File: config.mk
export PLATFORM = sky130hd
export DESIGN_NAME = apcp_ctrl
export DESIGN_NICKNAME = d
export VERILOG_FILES = /design/src/sv/apcp_pkg.sv /design/src/sv/apcp_ctrl.sv
export SDC_FILE = /design/constraint.sdc
export NUM_CORES = 1
export LEC_CHECK = 0
export BUFFER_PORTS_ARGS = -buffer_cell sky130_fd_sc_hd__buf_2
export CORE_AREA = 2 2 39 41
export CTS_CLUSTER_DIAMETER = 100
export CTS_CLUSTER_SIZE = 28
export DETAILED_ROUTE_END_ITERATION = 7
export DIE_AREA = 0 0 41 43
export GPL_TIMING_DRIVEN = 0
export PLACE_DENSITY_LB_ADDON = 0.08
export SKIP_CTS_REPAIR_TIMING = 1
export SYNTH_ARGS = -nofsm -noshare
export SYNTH_HDL_FRONTEND = slang
export SYNTH_SLANG_ARGS = --single-unit
File: constraint.sdc
create_clock -name clk -period 1.5 [get_ports clk]
set_clock_uncertainty 0.05 [all_clocks]
set_input_delay 0.3 -clock clk [delete_from_list [all_inputs] [get_ports clk]]
set_output_delay 0.3 -clock clk [all_outputs]
set_load 0.02 [all_outputs]
File: src/sv/apcp_pkg.sv
`timescale 1ns / 1ps
// ----------------------------------------------------------------------------
// apcp_pkg
// Shared widths, codes and control types of the APPNP propagation block.
// ----------------------------------------------------------------------------
package apcp_pkg;

  localparam int ChanW   = 6;
  localparam int WeightW = 16;
  localparam int ValueW  = 32;
  localparam int AlphaW  = 16;
  localparam int ResultW = 32;
  localparam int AccW    = 48;
  localparam int OpaW    = 17;
  localparam int ProdW   = 49;
  localparam int CoefW   = 16;
  localparam int TermW   = 35;
  localparam int InitW   = 34;
  localparam int SumW    = 49;

  localparam int SDataW  = 56;   // channel, weight, value -> 54 bits, padded
  localparam int SUserW  = 1;    // func
  localparam int MDataW  = 40;   // result, channel_out -> 38 bits, padded

  localparam int DefMaxChannels = 64;

  localparam logic [AlphaW-1:0] AlphaOne = 16'h8000;   // 1.0 in Q1.15

  typedef enum logic {
    FUNC_ACC = 1'b0,
    FUNC_FIN = 1'b1
  } func_t;

  typedef enum logic [1:0] {
    MUL_COEF = 2'd0,
    MUL_TERM = 2'd1,
    MUL_INIT = 2'd2
  } mul_sel_t;

  typedef struct packed {
    logic     ld_in;
    logic     mul_en;
    mul_sel_t mul_sel;
    logic     acc_ld;
    logic     ram_we;
    logic     wr_zero;
    logic     clr_step;
    logic     out_ld;
  } cmd_t;

  typedef struct packed {
    logic in_range;
    logic clr_last;
    logic out_free;
  } stat_t;

  // saturate a 49-bit sum to the signed 48-bit range
  function automatic logic [AccW-1:0] sat_acc(input logic [SumW-1:0] s);
    logic [AccW-1:0] r;
    if (s[SumW-1] != s[SumW-2]) begin
      r = s[SumW-1] ? {1'b1, {(AccW-1){1'b0}}} : {1'b0, {(AccW-1){1'b1}}};
    end else begin
      r = s[AccW-1:0];
    end
    return r;
  endfunction

  // saturate a 49-bit sum to the signed 32-bit range
  function automatic logic [ResultW-1:0] sat_res(input logic [SumW-1:0] s);
    logic [ResultW-1:0] r;
    if (s[SumW-1:ResultW-1] == '0 || s[SumW-1:ResultW-1] == '1) begin
      r = s[ResultW-1:0];
    end else begin
      r = s[SumW-1] ? {1'b1, {(ResultW-1){1'b0}}} : {1'b0, {(ResultW-1){1'b1}}};
    end
    return r;
  endfunction

endpackage

File: src/sv/apcp_ctrl.sv
`timescale 1ns / 1ps
// ----------------------------------------------------------------------------
// apcp_ctrl
// Sequencer: clearing pass, then one word at a time through the datapath.
// ----------------------------------------------------------------------------
module apcp_ctrl (
  input  logic                               clk,
  input  logic                               rst,
  input  logic                               s_tvalid,
  output logic                               s_tready,
  input  logic [apcp_pkg::SUserW-1:0]        s_tuser,
  input  apcp_pkg::stat_t                    stat,
  output apcp_pkg::cmd_t                     cmd
);
  import apcp_pkg::*;

  typedef enum logic [6:0] {
    ST_CLEAR  = 7'b0000001,
    ST_IDLE   = 7'b0000010,
    ST_COEF   = 7'b0000100,
    ST_TERM   = 7'b0001000,
    ST_UPDATE = 7'b0010000,
    ST_INIT   = 7'b0100000,
    ST_EMIT   = 7'b1000000
  } state_t;

  state_t state, state_next;

  always_ff @(posedge clk) begin
    if (rst) begin
      state <= ST_CLEAR;
    end else begin
      state <= state_next;
    end
  end

  always_comb begin
    state_next  = state;
    cmd         = '0;
    cmd.mul_sel = MUL_COEF;
    s_tready    = 1'b0;
    unique case (state)
      ST_CLEAR: begin
        cmd.ram_we   = 1'b1;
        cmd.wr_zero  = 1'b1;
        cmd.clr_step = 1'b1;
        if (stat.clr_last) begin
          state_next = ST_IDLE;
        end
      end
      ST_IDLE: begin
        s_tready = 1'b1;
        if (s_tvalid) begin
          cmd.ld_in  = 1'b1;
          state_next = (func_t'(s_tuser[0]) == FUNC_FIN) ? ST_INIT : ST_COEF;
        end
      end
      ST_COEF: begin
        cmd.acc_ld  = 1'b1;
        cmd.mul_en  = 1'b1;
        cmd.mul_sel = MUL_COEF;
        state_next  = ST_TERM;
      end
      ST_TERM: begin
        cmd.mul_en  = 1'b1;
        cmd.mul_sel = MUL_TERM;
        state_next  = ST_UPDATE;
      end
      ST_UPDATE: begin
        cmd.ram_we = stat.in_range;
        state_next = ST_IDLE;
      end
      ST_INIT: begin
        cmd.acc_ld  = 1'b1;
        cmd.mul_en  = 1'b1;
        cmd.mul_sel = MUL_INIT;
        state_next  = ST_EMIT;
      end
      ST_EMIT: begin
        // hold until the output register can take the word
        if (stat.out_free) begin
          cmd.out_ld  = 1'b1;
          cmd.ram_we  = stat.in_range;
          cmd.wr_zero = 1'b1;
          state_next  = ST_IDLE;
        end
      end
      default: begin
        state_next = ST_CLEAR;
      end
    endcase
  end

endmodule

* Yosys cells after proc, flatten, opt, wreduce, memory -nomap -nowiden
Cells that the tools add are included.
** Storage, ports and cells
- Register bits :: 7
- Output and inout port bits :: 10
** Cells by class
- Equal/unequal tests :: 10
- Multiplexer cells :: 16
- Reduce and logical (&&, ||, !) cells :: 2
** Operators by type and width (count)
- 7-bit case mux with 7 select lines :: 1
- 7-bit 2-to-1 mux :: 3
- 3-bit case mux with 3 select lines :: 1
- 7-bit by 1-bit == test with 1-bit output, second input constant :: 1
- 7-bit by 2-bit == test with 1-bit output, second input constant :: 1
- 7-bit by 3-bit == test with 1-bit output, second input constant :: 1
- 7-bit by 4-bit == test with 1-bit output, second input constant :: 1
- 7-bit by 5-bit == test with 1-bit output, second input constant :: 1
- 7-bit by 6-bit == test with 1-bit output, second input constant :: 1
- 7-bit == test, second input constant :: 1
- 1-bit 2-to-1 mux :: 7
- 6-bit 2-to-1 mux :: 1
- 2-bit inequality test, second input constant :: 3
- 1-bit case mux with 3 select lines :: 1
- 3-bit AND reduction :: 1
- 2-bit 2-to-1 mux :: 1
- 1-bit case mux with 2 select lines :: 1
- 2-bit OR reduction :: 1

* Longest topological paths before layout
Gate-level depths: netlist of the first run.
- Depth in word-level cells :: 3
- Gate-level depth with buffers :: 4
- Depth with buffers taken out :: 3

* Least setup slack after synthesis of the first run
No wires, ideal clock.
- Path kind :: register to output
- Start point :: register state[3]
- End point :: output port cmd[6] (netlist name)
- Data arrival time :: 1.511 ns
- Data required time :: 1.150 ns
- Slack :: -0.361 ns
- Cell stages (with the launch flop) :: 4
- Cell sequence :: dfxtp_1 or4_1 buf_4 nor3_1
** RTL lines
- start, declared :: line apcp_ctrl.sv:27 : state_t state, state_next;
- start signal, assigned :: line apcp_ctrl.sv:33 : state <= state_next;
- end, declared :: line apcp_ctrl.sv:13 : output apcp_pkg::cmd_t cmd

==> results of run 1 <==
-- worst reg2reg max path: cells and delay by family (launching register included) --
kind	cells	cell delay [ps]
AOI/OAI and AO/OA	2	270
and+or+nand+nor	1	530
DFF	1	350
buffers and inverters	2	300
-- power breakdown --
group	switching, W	leakage [nW]	internal (W)
Sequential	0.0000111	0.0591	0.000200
Combinational	0.000237	0.296	0.000257
Clock	0.0000634	0.0150	0.000101
-- metrics by stage --
step	setup TNS, ps	power, W	instances	cell area [um2]	hold slack, ps
after floorplan	-843	0.000435	62	547	321
after global placement	-1920	0.000503	94	647	437
after detailed placement	-2050	0.000503	94	647	437
after CTS	-4740	0.000673	98	673	170
after global routing	-4280	0.000918	111	947	173
final	-3550	0.000870	111	947	168
-- cells in the final DEF (no fill, tap or decap), drive strengths merged --
cell type / Yosys / final
a31o: 1 / 1
or4: 1 / 1
or3b: 2 / 2
nand2b: 5 / 5
inv: 4 / 4
clkbuf: 0 / 4
a211oi: 2 / 2
o211ai: 2 / 2
o21a: 1 / 1
nor4: 7 / 7
a311o: 1 / 1
nand4b: 1 / 1
nand4: 1 / 1
and3: 1 / 1
nor2b: 2 / 2
buf: 4 / 33
nand2: 3 / 3
xor2: 2 / 2
o21ai: 2 / 2
nor3: 4 / 4
nor2: 6 / 6
dfxtp: 7 / 7
nand3: 1 / 1
a2111oi: 1 / 1
a21oi: 1 / 1
-- cells by family (layout without fill, tap and decap cells) --
family | Yosys count | count (layout) | synth area share (%)
xor+xnor | 2 | 2 | 3.44
flops | 7 | 7 | 27.5
compound gates | 11 | 11 | 18.2
simple gates | 34 | 34 | 43.0
buf+inv | 8 | 41 | 7.86
-- area by class of cell --
cell class	instances	area, um2	share of cell area [%]
timing repair buffer	29	234	24.7
inverter	4	15.0	1.59
sequential	7	151	16.0
clock buffer	4	26.3	2.77
tap	16	20.0	2.11
buffer	4	41.3	4.36
multi-input combinational	47	459	48.5
-- metal layers --
| metal | share of wire, % | wire length, um | vias up | GRT usage [%] |
|---|---|---|---|---|
| met5 | 0 | 0 | - | 0 |
| met4 | 1.1 | 17 | 0 | 12.0 |
| met3 | 3.0 | 47 | 2 | 1.57 |
| met2 | 49 | 752 | 12 | 21.9 |
| met1 | 47 | 726 | 276 | 21.2 |
| li1 | - | - | 295 | - |
-- path summary, 6_finish.rpt --
path,slack [ps],end,start
hold / removal,170,state[2],s_tuser
hold reg to reg,460,state[3],state[2]
setup reg to reg,-130,state[1],state[1]
setup / recovery,-500,cmd[0],state[1]
==> results by group, run 1 <==
Outcome
  – Status: finished with violations
  – Failing checks: setup timing

GRT
  – Initial antenna violation count: 0
  – Number of global-route vias before repair: 438
  – Global-route wire length before repair: 1880 um
  – GRT Total Usage: 15.7%
  – Largest net degree at the start of global routing: 11
  – Grt total ovfl: 0

STA
  – Final hold vios: 0
  – Slew Limit Fails: 0
  – Final WS setup: -504 ps
  – Final setup violation count: 15
  – Final min period: 2000 ps
  – FMAX: 499 MHz
  – Measured slew at the worst slew-check pin: 288 ps
  – Fin crit share: 134%
  – RSZ-0062 raised after global routing: yes
  – Worst slew margin: 80.8%

Worst setup path
  – Crit-path leading delay family: simple AND/OR/NAND/NOR gates
  – Most frequent CP cell: buf_6
  – Critical Path Start Type: flip-flop
  – CP bufs+invs: 2
  – WS Path Type: flip-flop to output port
  – Max stage delay on crit path: 530 ps
  – WP depth: 5
  – CP max-delay cell: or4_4
  – Cell-by-cell trace of the critical path: or4_4 > buf_6 > nor2_4 > and3_4 > buf_6
  – Reg2Reg Depth: 5
  – WP data required: 1150 ps
  – Critical path peak fanout: 5
  – Worst Path Arrival: 1650 ps
  – CP Capture Type: output port

Pwr
  – Peak supply drop: 0.572 mV
  – PwrDens: 919 nW/um2
  – Leak: 0.371 nW

Route
  – Routed WL per cell: 13.9 um
  – Final antenna-violating net count: 0
  – Vias per cell: 5.27
  – Initial DRC count: 7
  – DR pass1 iterations: 3
  – Drt total wl: 1540 um
  – Post-route DRC: 0
  – Vias post-DR: 585

Layout
  – Nets@finish: 103
  – Ratio of cells with drive above 1 in the final layout: 68.4%
  – Fill cell count: 107
  – Syn-to-layout area delta: 86.0%
  – Max reg flops: 7
  – N_diodes: 0
  – Largest Register: state
  – Largest regs: state (7)
  – Core Util, Final: 68.4%

Placement
  – HPWL Detailed: 901 um
  – # port buffers: 16
  – GP Congestion: 0.736
  – Worst slack, placed: -366 ps

Synth
  – Mapped Area: 509 um2
  – Mapped Nets: 69
  – Synth top cells by count: 7 x dfxtp_1, 6 x nor2_1, 6 x nor4_1, 5 x nand2b_1, 4 x inv_1
  – Area contributors post-synth: dfxtp_1 28%, nor4_1 7.4%, nand2b_1 6.1%, nor2_1 4.4%, nor4_4 4.2%
  – Main flop type after synthesis: dfxtp_1
  – Register area share after synthesis: 27.5%
  – Top cell type's share of synthesized area: 27.5%
  – Synthesized area per cell: 8.21 um2
  – Yosys cell types: 28
  – Post-synth EDFFs: 0
  – Post-synth top area cell: dfxtp_1
  – Syn. warnings: 0
  – Gate count after technology mapping: 62
  – Top-count cell post-synth: dfxtp_1
  – Async SR Flop Fraction: 0%
  – FF+latch count, synth: 7

Clock network
  – Num Clock Sinks: 7
  – Clk buf depth: 2
  – CTS tree: done
  – Total CTS buffers: 3
  – Clock root buffer: clkbuf_4
  – Worst-Skew Late Latency: 240 ps
  – Worst-path clk slew: 50 ps
  – H-Tree Level Count: 1

Floorplan
  – Die Area: 1760 um2
  – # IOs: 17
  – DIE WIDTH: 41 um
  – Die Ht: 43 um
  – Placement Rows: 14
  – Core ar.: 1380 um2
  – Initial Util: 36.8%

Hold path
  – Hold path cells: 2
  – Hold WC Path Type: input port to flip-flop

Flow run
  – MaxCap Viol Count: 0
Power figures use the tool's default switching activity.
==> inputs of run 2 (changes only) <==
Settings changed: CTS_BUF_LIST set to sky130_fd_sc_hd__clkbuf_8 sky130_fd_sc_hd__clkbuf_16, SKIP_LAST_GASP set to 1.
==> run 2 against run 1 <==
  * The run still ends with setup timing left
  * Non-clock buffer count did not move
  * First-iteration DRC count fell by 14%
  * Setup slack improved by 32 ps
==> results by group, run 2 (synthesis results as in run 1) <==
Route
  – Drt total wl: 1540 um (about the same)
  – Routed WL per cell: 13.8 um (was 13.9 um)
  – DR pass1 iterations: 3 (unchanged)
  – Vias per cell: 5.27 (unchanged)
  – Vias post-DR: 585 (unchanged)
  – Post-route DRC: 0 (unchanged)
  – Initial DRC count: 6 (was 7)
  – Final antenna-violating net count: 0 (unchanged)

STA
  – Slew Limit Fails: 0 (unchanged)
  – Final WS setup: -472 ps (was -504 ps)
  – FMAX: 507 MHz (was 499 MHz)
  – Final setup violation count: 15 (unchanged)
  – Final min period: 1970 ps (was 2000 ps)
  – Final hold vios: 0 (unchanged)
  – Fin crit share: 131% (was 134%)
  – RSZ-0062 raised after global routing: yes (unchanged)
  – Measured slew at the worst slew-check pin: 335 ps (was 288 ps)
  – Worst slew margin: 77.6% (was 80.8%)

Layout
  – Syn-to-layout area delta: 90.4% (was 86.0%)
  – Largest regs: state (7) (unchanged)
  – Commonest non-fill, non-tap cell in the layout: buf_4 (unchanged)
  – Largest Register: state (unchanged)
  – Nets@finish: 103 (unchanged)
  – Fin cells: 111 (unchanged)
  – N_diodes: 0 (unchanged)
  – Ratio of cells with drive above 1 in the final layout: 68.4% (unchanged)
  – Storage cell area: 150 um2 (was 151 um2)
  – Commonest cells after routing, fill and taps aside: 14 x buf_4, 12 x buf_6, 7 x buf_2 (unchanged)
  – Max reg flops: 7 (unchanged)
  – Multi-input gate area: 464 um2 (was 459 um2)
  – Fill cell count: 105 (was 107)

Worst setup path
  – WS Path Type: flip-flop to output port (unchanged)
  – Critical path peak fanout: 5 (unchanged)
  – Critical Path Start Type: flip-flop (unchanged)
  – CP Capture Type: output port (unchanged)
  – Worst Path Arrival: 1620 ps (was 1650 ps)
  – WP data required: 1150 ps (about the same)

Pwr
  – P_int: 0.000637 W (was 0.000559 W)
  – Reg power frac: 22.0% (was 24.3%)
  – Clock share of power: 26.0% (was 18.9%)
  – NetSw: 0.000323 W (was 0.000311 W)
  – Leak: 0.382 nW (was 0.371 nW)
  – Logic pwr share: 52.0% (was 56.8%)
  – PwrDens: 990 nW/um2 (was 919 nW/um2)
  – Peak supply drop: 0.685 mV (was 0.572 mV)
  – Total power: 0.000960 W (was 0.000870 W)
  – Switching share of total power: 33.7% (was 35.8%)

Clock network
  – Clock root buffer: clkbuf_8 (was clkbuf_4)
  – Worst-path clk slew: 40 ps (was 50 ps)
  – Clk buf depth: 2 (unchanged)
  – Num Clock Sinks: 7 (unchanged)
  – H-Tree Level Count: 1 (unchanged)
  – Worst-Skew Late Latency: 220 ps (was 240 ps)
  – Total CTS buffers: 3 (unchanged)
  – CTS tree: done (unchanged)

Floorplan
  – Die Ht: 43 um (unchanged)
  – Initial Util: 36.8% (unchanged)
  – Core ar.: 1380 um2 (unchanged)
  – DIE WIDTH: 41 um (unchanged)
  – # IOs: 17 (unchanged)
  – Die Area: 1760 um2 (unchanged)
  – Placement Rows: 14 (unchanged)

Placement
  – GP Congestion: 0.736 (unchanged)
  – Placed instance count: 94 (unchanged)
  – # port buffers: 16 (unchanged)
  – HPWL Detailed: 901 um (unchanged)

GRT
  – Global-route wire length before repair: 1930 um (was 1880 um)
  – Grt total ovfl: 0 (unchanged)
  – Number of global-route vias before repair: 455 (was 438)
  – GRT Total Usage: 15.9% (was 15.7%)
  – Largest net degree at the start of global routing: 11 (unchanged)
  – Initial antenna violation count: 0 (unchanged)

Outcome
  – Failing checks: setup timing (unchanged)
  – Status: finished with violations (unchanged)

Hold path
  – Hold WC Path Type: input port to flip-flop (unchanged)

Flow run
  – MaxCap Viol Count: 0 (unchanged)
## run 2: changes by cell type in the layout (fill, tap and decap cells not counted), sizes merged
cell    before  now
inv          4    5
clkbuf       4    3
## run 2: worst paths after layout
path,from,to,slack [ps],cells after the start
setup / recovery,state[1],cmd[0],-470,5
hold / removal,s_tuser,state[2],200,2
setup reg to reg,state[1],state[3],-140,5
hold reg to reg,state[2],state[3],530,2
## run 2: final cells by class
type / count / share of cell area, %
multi-input cells: 47 / 47.9
repair buffers: 29 / 24.1
flip-flops and latches: 7 / 15.5
clock buffers: 3 / 4.26
plain buffers: 4 / 4.26
well taps: 16 / 2.06
inverters: 4 / 1.55
clock inverters: 1 / 0.387
## run 2: worst max-delay path, cell delays in order (launching register included)
cell and delay, ps:
dfxtp_4 340, or4_4 530, buf_6 150, nor2_4 90, and3_4 180, buf_6 110
## run 2: per-stage QoR
| step | hold slack (ps) | area (um2) | util, % | TNS [ps] | setup WS [ps] |
|---|---|---|---|---|---|
| after detailed placement | 437 | 647 | 46.7 | -2050 | -366 |
| after CTS | 207 | 692 | 50.0 | -4470 | -606 |
| after global placement | 437 | 647 | 46.7 | -1920 | -341 |
| after floorplan | 321 | 547 | - | -843 | -321 |
| after global routing | 218 | 970 | 70.1 | -4010 | -503 |
| final | 205 | 970 | 70.1 | -3290 | -472 |
## run 2: power groups by stage
stage	clock network [W]	registers (W)	logic, W
after global placement	0	0.000213	0.000290
after floorplan	0	0.000210	0.000225
final	0.000249	0.000211	0.000499
after detailed placement	0	0.000213	0.000290
after CTS	0.000254	0.000210	0.000291
after global routing	0.000265	0.000213	0.000529
## run 2: routing by layer
layer	part of all wire, %	global-route usage, %	up-vias
li1	-	-	294
met1	47	20.5	277
met2	49	24.1	12
met3	3.2	1.57	2
met4	0.98	10.0	0
met5	0	0	-
